$ cat src/svc_pkg.sv
// Shared types, constants and helpers for the strided convolution unit.
// No dependencies; every file except svc_ram and svc_div uses this package.
`timescale 1ns / 1ps
package svc_pkg;

    localparam int DATA_W      = 16;
    localparam int MAX_KERNEL  = 5;
    localparam int MAX_KERNELS = 4;
    localparam int MAX_HEIGHT  = 1024;
    localparam int DEF_MAX_WIDTH = 1024;

    localparam int IMG_W    = 11;
    localparam int KSZ_W    = 3;
    localparam int STEP_W   = 4;
    localparam int KCNT_W   = 3;
    localparam int KSEL_W   = 2;
    localparam int CIDX_W   = 3;
    localparam int OUT_IDX_W = 10;
    localparam int SUM_W    = 40;
    localparam int CFG_AW   = 3;
    localparam int CFG_DW   = 11;
    localparam int S_TDATA_W = 24;
    localparam int S_TUSER_W = 3;
    localparam int M_TDATA_W = 64;

    localparam int WIN_N   = MAX_KERNEL * MAX_KERNEL;
    localparam int COEF_N  = MAX_KERNELS * WIN_N;
    localparam int COEF_AW = $clog2(COEF_N);
    localparam int BANK_W  = $clog2(MAX_KERNEL);
    localparam int CSUM_W  = DATA_W + $clog2(MAX_KERNELS);
    localparam int PROD_W  = DATA_W + CSUM_W;
    localparam int FIFO_DEPTH = 4;

    localparam logic [CFG_AW-1:0] REG_IMAGE_WIDTH   = 3'd0;
    localparam logic [CFG_AW-1:0] REG_IMAGE_HEIGHT  = 3'd1;
    localparam logic [CFG_AW-1:0] REG_KERNEL_WIDTH  = 3'd2;
    localparam logic [CFG_AW-1:0] REG_KERNEL_HEIGHT = 3'd3;
    localparam logic [CFG_AW-1:0] REG_STEP_SIZE     = 3'd4;
    localparam logic [CFG_AW-1:0] REG_KERNEL_COUNT  = 3'd5;

    localparam logic CMD_COEF  = 1'b0;
    localparam logic CMD_PIXEL = 1'b1;

    typedef enum logic [1:0] {SEQ_IDLE, SEQ_START, SEQ_WAIT} seq_state_t;
    typedef enum logic {JOB_COEF, JOB_WIN} job_kind_t;

    typedef struct packed {
        logic [IMG_W-1:0]  image_width;
        logic [IMG_W-1:0]  image_height;
        logic [KSZ_W-1:0]  kernel_width;
        logic [KSZ_W-1:0]  kernel_height;
        logic [STEP_W-1:0] step_size;
        logic [KCNT_W-1:0] kernel_count;
    } cfg_t;

    typedef struct packed {
        job_kind_t                       kind;
        logic [COEF_AW-1:0]              coef_idx;
        logic [DATA_W-1:0]               coef_val;
        logic [WIN_N-1:0][DATA_W-1:0]    win;
        logic [OUT_IDX_W-1:0]            out_col;
        logic [OUT_IDX_W-1:0]            out_row;
        logic                            last;
    } job_t;

    // kernel size clamp to 1..MAX_KERNEL
    function automatic logic [KSZ_W-1:0] clamp_ksz(input logic [KSZ_W-1:0] v);
        logic [KSZ_W-1:0] r;
        r = v;
        if (v == '0) r = KSZ_W'(1);
        else if (int'(v) > MAX_KERNEL) r = KSZ_W'(MAX_KERNEL);
        return r;
    endfunction

endpackage

$ cat src/svc_fifo.sv
// Short job queue between the front end and the MAC back end.
// Depends on svc_pkg (job_t).
`timescale 1ns / 1ps
module svc_fifo #(
    parameter int DEPTH = 4
) (
    input  logic                       aclk,
    input  logic                       aresetn,
    input  logic                       push,
    input  svc_pkg::job_t              push_data,
    input  logic                       pop,
    output svc_pkg::job_t              pop_data,
    output logic                       empty,
    output logic [$clog2(DEPTH+1)-1:0] count
);
    import svc_pkg::*;
    localparam int PW = $clog2(DEPTH);

    job_t                     mem_reg [DEPTH];
    logic [PW-1:0]            wptr_reg, rptr_reg;
    logic [$clog2(DEPTH+1)-1:0] cnt_reg;

    function automatic logic [PW-1:0] ptr_inc(input logic [PW-1:0] p);
        return (int'(p) == DEPTH - 1) ? '0 : p + 1'b1;
    endfunction

    always_ff @(posedge aclk) begin
        if (!aresetn) begin
            wptr_reg <= '0;
            rptr_reg <= '0;
            cnt_reg  <= '0;
        end else begin
            if (push) wptr_reg <= ptr_inc(wptr_reg);
            if (pop)  rptr_reg <= ptr_inc(rptr_reg);
            if (push && !pop)      cnt_reg <= cnt_reg + 1'b1;
            else if (pop && !push) cnt_reg <= cnt_reg - 1'b1;
        end
    end

    always_ff @(posedge aclk) begin
        if (push) mem_reg[wptr_reg] <= push_data;
    end

    assign pop_data = mem_reg[rptr_reg];
    assign empty    = (cnt_reg == '0);
    assign count    = cnt_reg;
endmodule

$ cat config.mk
export PLATFORM = sky130hd
export DESIGN_NAME = svc_fifo
export DESIGN_NICKNAME = d
export VERILOG_FILES = /design/src/svc_pkg.sv /design/src/svc_fifo.sv
export SDC_FILE = /design/constraint.sdc
export NUM_CORES = 1
export LEC_CHECK = 0
export BUFFER_PORTS_ARGS = -buffer_cell sky130_fd_sc_hd__buf_2
export CORE_MARGIN = 3
export CORE_UTILIZATION = 45
export DETAILED_ROUTE_END_ITERATION = 6
export HOLD_SLACK_MARGIN = 0.05
export PLACE_DENSITY = 0.64
export SYNTH_ARGS = -nofsm -noshare
export SYNTH_HDL_FRONTEND = slang
export SYNTH_SLANG_ARGS = --single-unit
export TNS_END_PERCENT = 5
$ cat constraint.sdc
create_clock -name aclk -period 20 [get_ports aclk]
set_clock_uncertainty 0.05 [all_clocks]
set_input_delay 3 -clock aclk [delete_from_list [all_inputs] [get_ports aclk]]
set_output_delay 3 -clock aclk [all_outputs]
set_load 0.01 [all_outputs]
Word level (Yosys, flattened, before mapping)
Memory sizes are Yosys's and may differ from the RTL's. A register that Yosys moved wholly into a read port is not among the register bits.
Index checks and enable logic that the tools add are counted.

word-level totals
  memory bits (read-only) = 0
  logic and storage cells = 24
  output and inout port bits = 449
  latch bits = 0
  input bits = 449
  flip-flop bits (word level) = 7
  memory bits (writable) = 1,780
  memories = 1

operators by class
  $lt $le $gt $ge = 0
  eq/ne operators = 2
  div/mod/pow operators = 0
  bitwise gates (word level) = 0
  muxes and demuxes = 8
  reduce and logical (&&, ||, !) cells = 6
  add/sub/neg operators = 4
  multiply operators = 0
  shifts and indexed selects = 0

memory list
  name     words  bits a word  rd ports  clocked after Yosys merged registers in  wr ports  RTL line        RTL
  mem_reg  4      445          1         1                                        1         svc_fifo.sv:19  job_t mem_reg [DEPTH];

operators by type and width
  kind                   count
  $mux W2                4
  $mux W3                2
  $add A2 B1 Y2 const B  2
  $eq A2 B1 Y1 const B   2
  $add A3 B1 Y3 const B  1
  $logic_not A3 Y1       1
  $sub A3 B1 Y3 const B  1
  $logic_and A1 B1 Y1    2
  $logic_not A1 Y1       2
  $mux W1                2
  $reduce_bool A2 Y1     1

Longest topological paths before layout
Gate-level depths: netlist (run 1).

  word-level depth = 4
  depth in mapped cells = 7
  mapped depth without buffers = 7

Least setup slack after synthesis (run 1)
No wires, ideal clock.

  path kind = input to register
  start point = input push
  end point = memory mem_reg[0][0] (netlist name), enable pin
  data required time = 19.086 ns
  library setup time = 0.864 ns
  cell stages on the path = 1
  buffers on the path = 0
  data arrival time = 12.998 ns
  slack = 6.087 ns
  cells stage by stage = and2_1

on the way
  word-level cells in the longest chain between the ends = 2

ends and longest elaborated chain
  element                        RTL line        RTL
  start: declaration             svc_fifo.sv:9   input logic push,
  $mux W1                        svc_fifo.sv:41  if (push) mem_reg[wptr_reg] <= push_data;
  $mux W1 (not written as such)  svc_fifo.sv:41
  end: declaration               svc_fifo.sv:19

Every way passes these cells.

==> impl_metrics.py, run 1 <==
metrics = {
    "run_status": {
        "outcome": "complete, no violations",
    },
    "grt": {
        "grt_overflow_total": 0,
        "grt_max_degree": 149,
        "use_met2_pct": 30.30,
        "top_usage_layer": "met2",
        "grt_usage_pct": 19.10,
        "grt_pass1_wl_um": 205800,
        "grtUsageMet1_pct": 23.58,
        "grt_use_met3_pct": 8.136,
        "antenna_found_initial": 90,
        "grt_pass1_vias": 30281,
    },
    "placed_design": {
        "io_buffer_count": 897,
        "dp.cells": 5091,
        "routabilityCongestion": 0.7676,
        "dp_hpwl_um": 91050,
    },
    "power": {
        "p_comb_share_pct": 8.5,
        "power_frac_clock_pct": 38.4,
        "intPower_mw": 6.375,
        "cellPowerDensity_nw_per_um2": 106.5,
        "switching_power_mw": 1.803,
        "power_frac_seq_pct": 53.1,
        "ir_worst_vdd_mv": 0.08995,
        "p_sw_share_pct": 22.05,
        "p_leak_nw": 25.43,
    },
    "synthesis": {
        "ys_types": 22,
        "netlist_top_cells_area": "edfxtp_1 (83%), mux4_2 (16%), buf_4 (0.35%), dfxtp_1 (0.28%), buf_2 (0.22%)",
        "async_reset_ff_share_pct": 0,
        "synth_cells": 2367,
        "netlist_top_cells_count": "edfxtp_1 (1780), mux4_2 (445), buf_1 (32)",
        "synth.most_common_cell": "edfxtp_1",
        "synth_warnings": 0,
        "seq_area_frac_synth_pct": 83.16,
        "synth_area_sq_um": 64500,
        "synthFlopType": "edfxtp_1",
        "synth_top_area_share_pct": 82.88,
        "synth_edf_count": 1780,
        "yosys_register_bits": 1789,
        "syn_area_per_cell_sq_um": 27.25,
        "synthesis.nets": 2823,
        "yosys.area.top_type": "edfxtp_1",
    },
    "timing": {
        "fin_setup_tns_ns": 0,
        "hold_viol": 0,
        "final.period_utilization_pct": 39.74,
        "max_freq_mhz": 125.8,
        "grt_setup_unrepaired": "false",
        "setup_viol": 0,
        "worst_hold_slack_ns": 0.4813,
        "period_needed_ns": 7.948,
        "slew_viol_final": 0,
        "max_slew.worst_pin.slew_ns": 1.180,
        "relSlewSlack_pct": 21.31,
    },
    "flow_run": {
        "drv_cap": 0,
    },
    "critical_path": {
        "slowest_delay_ns": 0.85,
        "path_max_fanout": 99,
        "crit_top_cell": "buf_4",
        "setup.worst_path.start_class": "flip-flop",
        "cp_cell_sequence": "buf_4 -> buf_4 -> buf_12 -> mux4_2 -> buf_2",
        "cpMaxStageDelayCell": "buf_4",
        "endpoint_kind": "output pin",
        "worst-r2r-cell-count": 5,
        "rrSetupSlack_ns": 15.57,
        "crit_arrival_ns": 4.90,
        "worstReg2RegStart": "wptr_reg[0]",
        "worstReg2RegEnd": "mem_reg[3][215]",
        "path_class": "reg2out",
        "crit_required_ns": 16.95,
    },
    "clock_tree": {
        "post_cts_resized": 0,
        "cts_setup_buffers": 0,
        "clk_latency_ns": 0.77,
        "hold_buffers": 0,
        "cts_tree": "built",
        "clock-root-buffer": "clkbuf_16",
        "h-tree-depth": 4,
        "numCtsBuffers": 179,
        "cts.reportedPaths.clkPinSlew_ns": 0.06,
        "cts_sinks": 1789,
        "cts.path.max_buffers": 3,
    },
    "finish": {
        "drive_gt1_share_pct": 45.81,
        "num-fill-cells": 10804,
        "fin_nets": 3838,
        "largest_reg_flops": 1780,
        "syn2layout_area_growth_pct": 19.10,
        "stdcell_count": 5460,
        "post-route-util_pct": 54.12,
    },
    "drt": {
        "remaining_drc_errors": 0,
        "post_drt_wl_per_cell_um": 26.04,
        "ant_nets": 0,
        "drtIter0Drc": 2019,
        "drt-pass1-iter-count": 5,
        "routed_wl_um": 142200,
        "num_vias": 29337,
        "viasPerCell": 5.373,
    },
    "floorplanning": {
        "io_pins": 898,
        "num_rows": 138,
        "fp.dieH_um": 384.6,
        "core_sq_um": 141900,
        "start_util_pct": 45.44,
        "die_w_um": 384.6,
        "die_area_sq_um": 147900,
    },
    "hold_path": {
        "hold_end": "count[2]",
        "hp-class": "reg2reg",
        "holdPathStages": 2,
        "holdCritStartpoint": "count[2]",
    },
}
[logic make-up (layout without fill, tap and decap cells)]
logic type / Yosys count / count (layout) / share of synthesized area (%)
simple gates: 14 / 14 / 0.1280
mux: 449 / 449 / 15.60
compound gates: 3 / 3 / 0.03104
buf+inv: 103 / 1268 / 0.9099
other cells: 0 / 38 / 0
xor+xnor: 2 / 2 / 0.02716
fa+ha+maj: 7 / 7 / 0.1474
flops: 1789 / 1789 / 83.16
[power groups by stage]
stage	registers [mW]	clock network, mW	logic [mW]
after floorplan	4.48	0	0.385
after global placement	4.42	0	0.710
after detailed placement	4.42	0	0.714
after CTS	4.34	3.23	0.717
after global routing	4.35	3.37	0.752
final	4.34	3.14	0.698
[layout make-up]
| cell class | instances | area (sq um) | share of cell area [%] |
|---|---|---|---|
| Antenna cell | 38 | 95.09 | 0.1238 |
| Clock buffer | 229 | 4752 | 6.186 |
| Clock inverter | 102 | 814.5 | 1.060 |
| Inverter | 4 | 15.01 | 0.01955 |
| Multi-Input combinational cell | 475 | 10290 | 13.39 |
| Sequential cell | 1789 | 53640 | 69.83 |
| Tap cell | 1890 | 2365 | 3.079 |
| Timing Repair Buffer | 933 | 4847 | 6.310 |
[placed cells by master (no fill, tap or decap), drive strengths merged, types with 4 or more instances in the layout]
| master | n |
|---|---|
| diode | 38 |
| ha | 6 |
| dfxtp | 9 |
| edfxtp | 1780 |
| mux2i | 4 |
| mux4 | 445 |
| and2 | 5 |
| buf | 933 |
| bufinv | 7 |
| inv | 14 |
| nor2b | 5 |
| clkinv | 83 |
| clkbuf | 229 |
[worst max-delay path by stage]
stage                          from       endpoint  cells past startpoint
after detailed placement  flip-flop  pop_data[248]                      5
after floorplan                push  mem_reg[0][0]                      1
after global placement    flip-flop  pop_data[216]                      5
final                     flip-flop  pop_data[224]                      5
after global routing      flip-flop   pop_data[46]                      5
after CTS                 flip-flop  pop_data[248]                      5
[per-stage QoR]
stage / power, mW / setup slack, ns / cell area (sq um)
6_report: 8.178 / 12.05 / 76810
5_1_grt: 8.475 / 11.43 / 76750
3_5_place_dp: 5.136 / 12.59 / 71150
3_3_place_gp: 5.126 / 12.55 / 71150
2_1_floorplan: 4.867 / 6.087 / 64500
4_1_cts: 8.291 / 11.70 / 76720
[worst max-delay path: cells and delay by family, from the launching register on]
family	cells	cell delay (ns)
multiplexers	1	0.59
buffers and inverters	4	2.49
flip-flops	1	0.77
[layer usage]
layer | routed length (um) | vias up | part of all wire [%]
met2 | 69920 | 1086 | 49
li1 | - | 12461 | -
met3 | 15240 | 329 | 11
met1 | 52040 | 15397 | 37
met4 | 4570 | 64 | 3.2
met5 | 416 | - | 0.29
(Power assumes the default switching activity.)
==> run 2: changes to the inputs <==
--- a/config.mk
+++ b/config.mk
@@ -5,12 +5,13 @@
 export SDC_FILE = /design/constraint.sdc
 export NUM_CORES = 1
 export LEC_CHECK = 0
+export ABC_AREA = 1
 export BUFFER_PORTS_ARGS = -buffer_cell sky130_fd_sc_hd__buf_2
 export CORE_MARGIN = 3
 export CORE_UTILIZATION = 45
 export DETAILED_ROUTE_END_ITERATION = 6
 export HOLD_SLACK_MARGIN = 0.05
-export PLACE_DENSITY = 0.64
+export PLACE_DENSITY = 0.66
 export SYNTH_ARGS = -nofsm -noshare
 export SYNTH_HDL_FRONTEND = slang
 export SYNTH_SLANG_ARGS = --single-unit
==> constraint.sdc (replaced) <==
create_clock -name aclk -period 7.2 [get_ports aclk]
set_clock_uncertainty 0.05 [all_clocks]
set_input_delay 1.08 -clock aclk [delete_from_list [all_inputs] [get_ports aclk]]
set_output_delay 1.08 -clock aclk [all_outputs]
set_load 0.01 [all_outputs]
==> impl_metrics.py, run 2 <==
metrics = {
    "run_status": {
        "outcome": "complete, but fails checks",
        "violations": "max-slew violations",
    },
    "floorplanning": {
        "start_util_pct": 45.58,
        "die_w_um": 388.6,
        "die_area_sq_um": 151000,
        "num_rows": 139,
        "core_sq_um": 144500,
        "io_pins": 898,
        "fp.dieH_um": 388.6,
    },
    "critical_path": {
        "slowest_delay_ns": 0.78,
        "endpoint_kind": "output pin",
        "path_max_fanout": 316,
        "path_class": "reg2out",
        "crit_arrival_ns": 4.02,
        "worst-path-buf-inv": 3,
        "crit_required_ns": 6.07,
        "path_delay_family": "buffers and inverters",
        "setup.worst_path.start_class": "flip-flop",
        "cpMaxStageDelayCell": "dfxtp_4",
        "cp_cell_sequence": "clkinv_16 -> buf_12 -> o21ai_0 -> o22ai_1 -> buf_2",
    },
    "drt": {
        "routed_wl_um": 165800,
        "ant_nets": 0,
        "remaining_drc_errors": 0,
        "num_vias": 40082,
        "drt-pass1-iter-count": 7,
        "drtIter0Drc": 2819,
        "viasPerCell": 5.491,
        "post_drt_wl_per_cell_um": 22.72,
    },
    "synthesis": {
        "synth_top_area_share_pct": 81.14,
        "netlist_top_cells_area": "edfxtp_1 (81%), o21ai_0 (6.2%), nor2_1 (5.1%), o22ai_1 (4.2%), buf_2 (0.96%)",
        "yosys_register_bits": 1789,
        "async_reset_ff_share_pct": 0,
        "seq_area_frac_synth_pct": 81.42,
        "synthesis.nets": 4816,
        "synth_cells": 4360,
        "synth_warnings": 0,
        "synthFlopType": "edfxtp_1",
        "synth.most_common_cell": "edfxtp_1",
        "ys_types": 21,
        "synth_area_sq_um": 65870,
        "yosys.area.top_type": "edfxtp_1",
        "synth_edf_count": 1780,
        "syn_area_per_cell_sq_um": 15.11,
        "netlist_top_cells_count": "edfxtp_1 (1780), nor2_1 (898), o21ai_0 (812)",
    },
    "timing": {
        "relSlewSlack_pct": -3.398,
        "grt_setup_unrepaired": "false",
        "final.period_utilization_pct": 71.51,
        "hold_viol": 0,
        "max_freq_mhz": 194.2,
        "setup_viol": 0,
        "slew_viol_final": 76,
        "setup_ws_ns": 2.051,
        "worst_hold_slack_ns": 0.4561,
        "max_slew.worst_pin.slew_ns": 1.551,
        "fin_setup_tns_ns": 0,
        "period_needed_ns": 5.149,
    },
    "grt": {
        "grt_overflow_total": 0,
        "grt_max_degree": 317,
        "grt_pass1_vias": 38044,
        "grt_usage_pct": 21.20,
        "grt_pass1_wl_um": 242600,
        "antenna_found_initial": 108,
    },
    "clock_tree": {
        "cts.path.max_buffers": 3,
        "clk_latency_ns": 0.77,
        "cts_sinks": 1789,
        "cts.reportedPaths.clkPinSlew_ns": 0.06,
        "clock-root-buffer": "clkbuf_16",
        "post_cts_resized": 0,
        "numCtsBuffers": 177,
        "cts_setup_buffers": 0,
        "cts_tree": "built",
        "h-tree-depth": 4,
        "hold_buffers": 0,
    },
    "finish": {
        "fin_nets": 5647,
        "post-route-util_pct": 53.78,
        "final_common_cell": "edfxtp_1",
        "final_cell_mix": "edfxtp_1 (1780), nor2_1 (898), buf_2 (897)",
        "syn2layout_area_growth_pct": 18.00,
        "largest_reg_flops": 1780,
        "drive_gt1_share_pct": 22.43,
    },
    "placed_design": {
        "dp_slack_ns": 2.845,
        "io_buffer_count": 897,
        "dp_hpwl_um": 98540,
        "routabilityCongestion": 0.8005,
    },
    "power": {
        "cellPowerDensity_nw_per_um2": 295.3,
        "p_leak_nw": 26.64,
        "ir_worst_vdd_mv": 0.2755,
    },
    "hold_path": {
        "hp-class": "in2reg",
    },
    "flow_run": {
        "drv_cap": 0,
    },
}
==> run 2: power by group <==
| part | switching [mW] | leakage [nW] | internal (mW) |
|---|---|---|---|
| Clock | 3.75 | 2.67 | 4.94 |
| Sequential | 0.0971 | 16.4 | 11.9 |
| Combinational | 1.56 | 7.55 | 0.683 |
==> run 2: cells by family after synthesis <==
group           synth area share [%]
xor+xnor                     0.01330
fa+ha+maj                     0.1444
flops                          81.42
simple gates                   5.202
compound gates                 11.03
buf+inv                        2.190
==> run 2: layout make-up <==
| type | instances | area [sq um] |
|---|---|---|
| multi-input cells | 2260 | 10860 |
| inverters | 16 | 108.9 |
| fillers | 11617 | 66790 |
| flip-flops and latches | 1789 | 53640 |
| repair buffers | 947 | 5127 |
| clock inverters | 96 | 783.3 |
| diodes | 65 | 162.7 |
| well taps | 1903 | 2381 |
| clock buffers | 223 | 4666 |
==> run 2: final timing paths <==
check	start	endpoint	slack, ns	depth (start not counted)
setup / recovery	flip-flop	pop_data[44]	2.05	5
hold / removal	push_data[23]	mem_reg[2][23]	0.46	1
setup reg to reg	wptr_reg[0]	mem_reg[0][171]	4.21	6
hold reg to reg	rptr_reg[1]	flip-flop	0.49	2
==> run 2: routing by layer <==
layer	GRT usage, %	vias up	share of wire, %
li1	-	18361	-
met1	26.43	19836	39
met2	34.13	1454	48
met3	7.824	359	10
met4	7.483	72	3.1
met5	0	-	0.29
==> run 2: through the flow <==
step	power, mW	std cells	area [sq um]
final	22.96	7299	77730
after global routing	23.78	7257	77630
after floorplan	13.50	4360	65950
after global placement	14.46	6915	72120
after detailed placement	14.50	6915	72120
after CTS	23.16	7234	77570
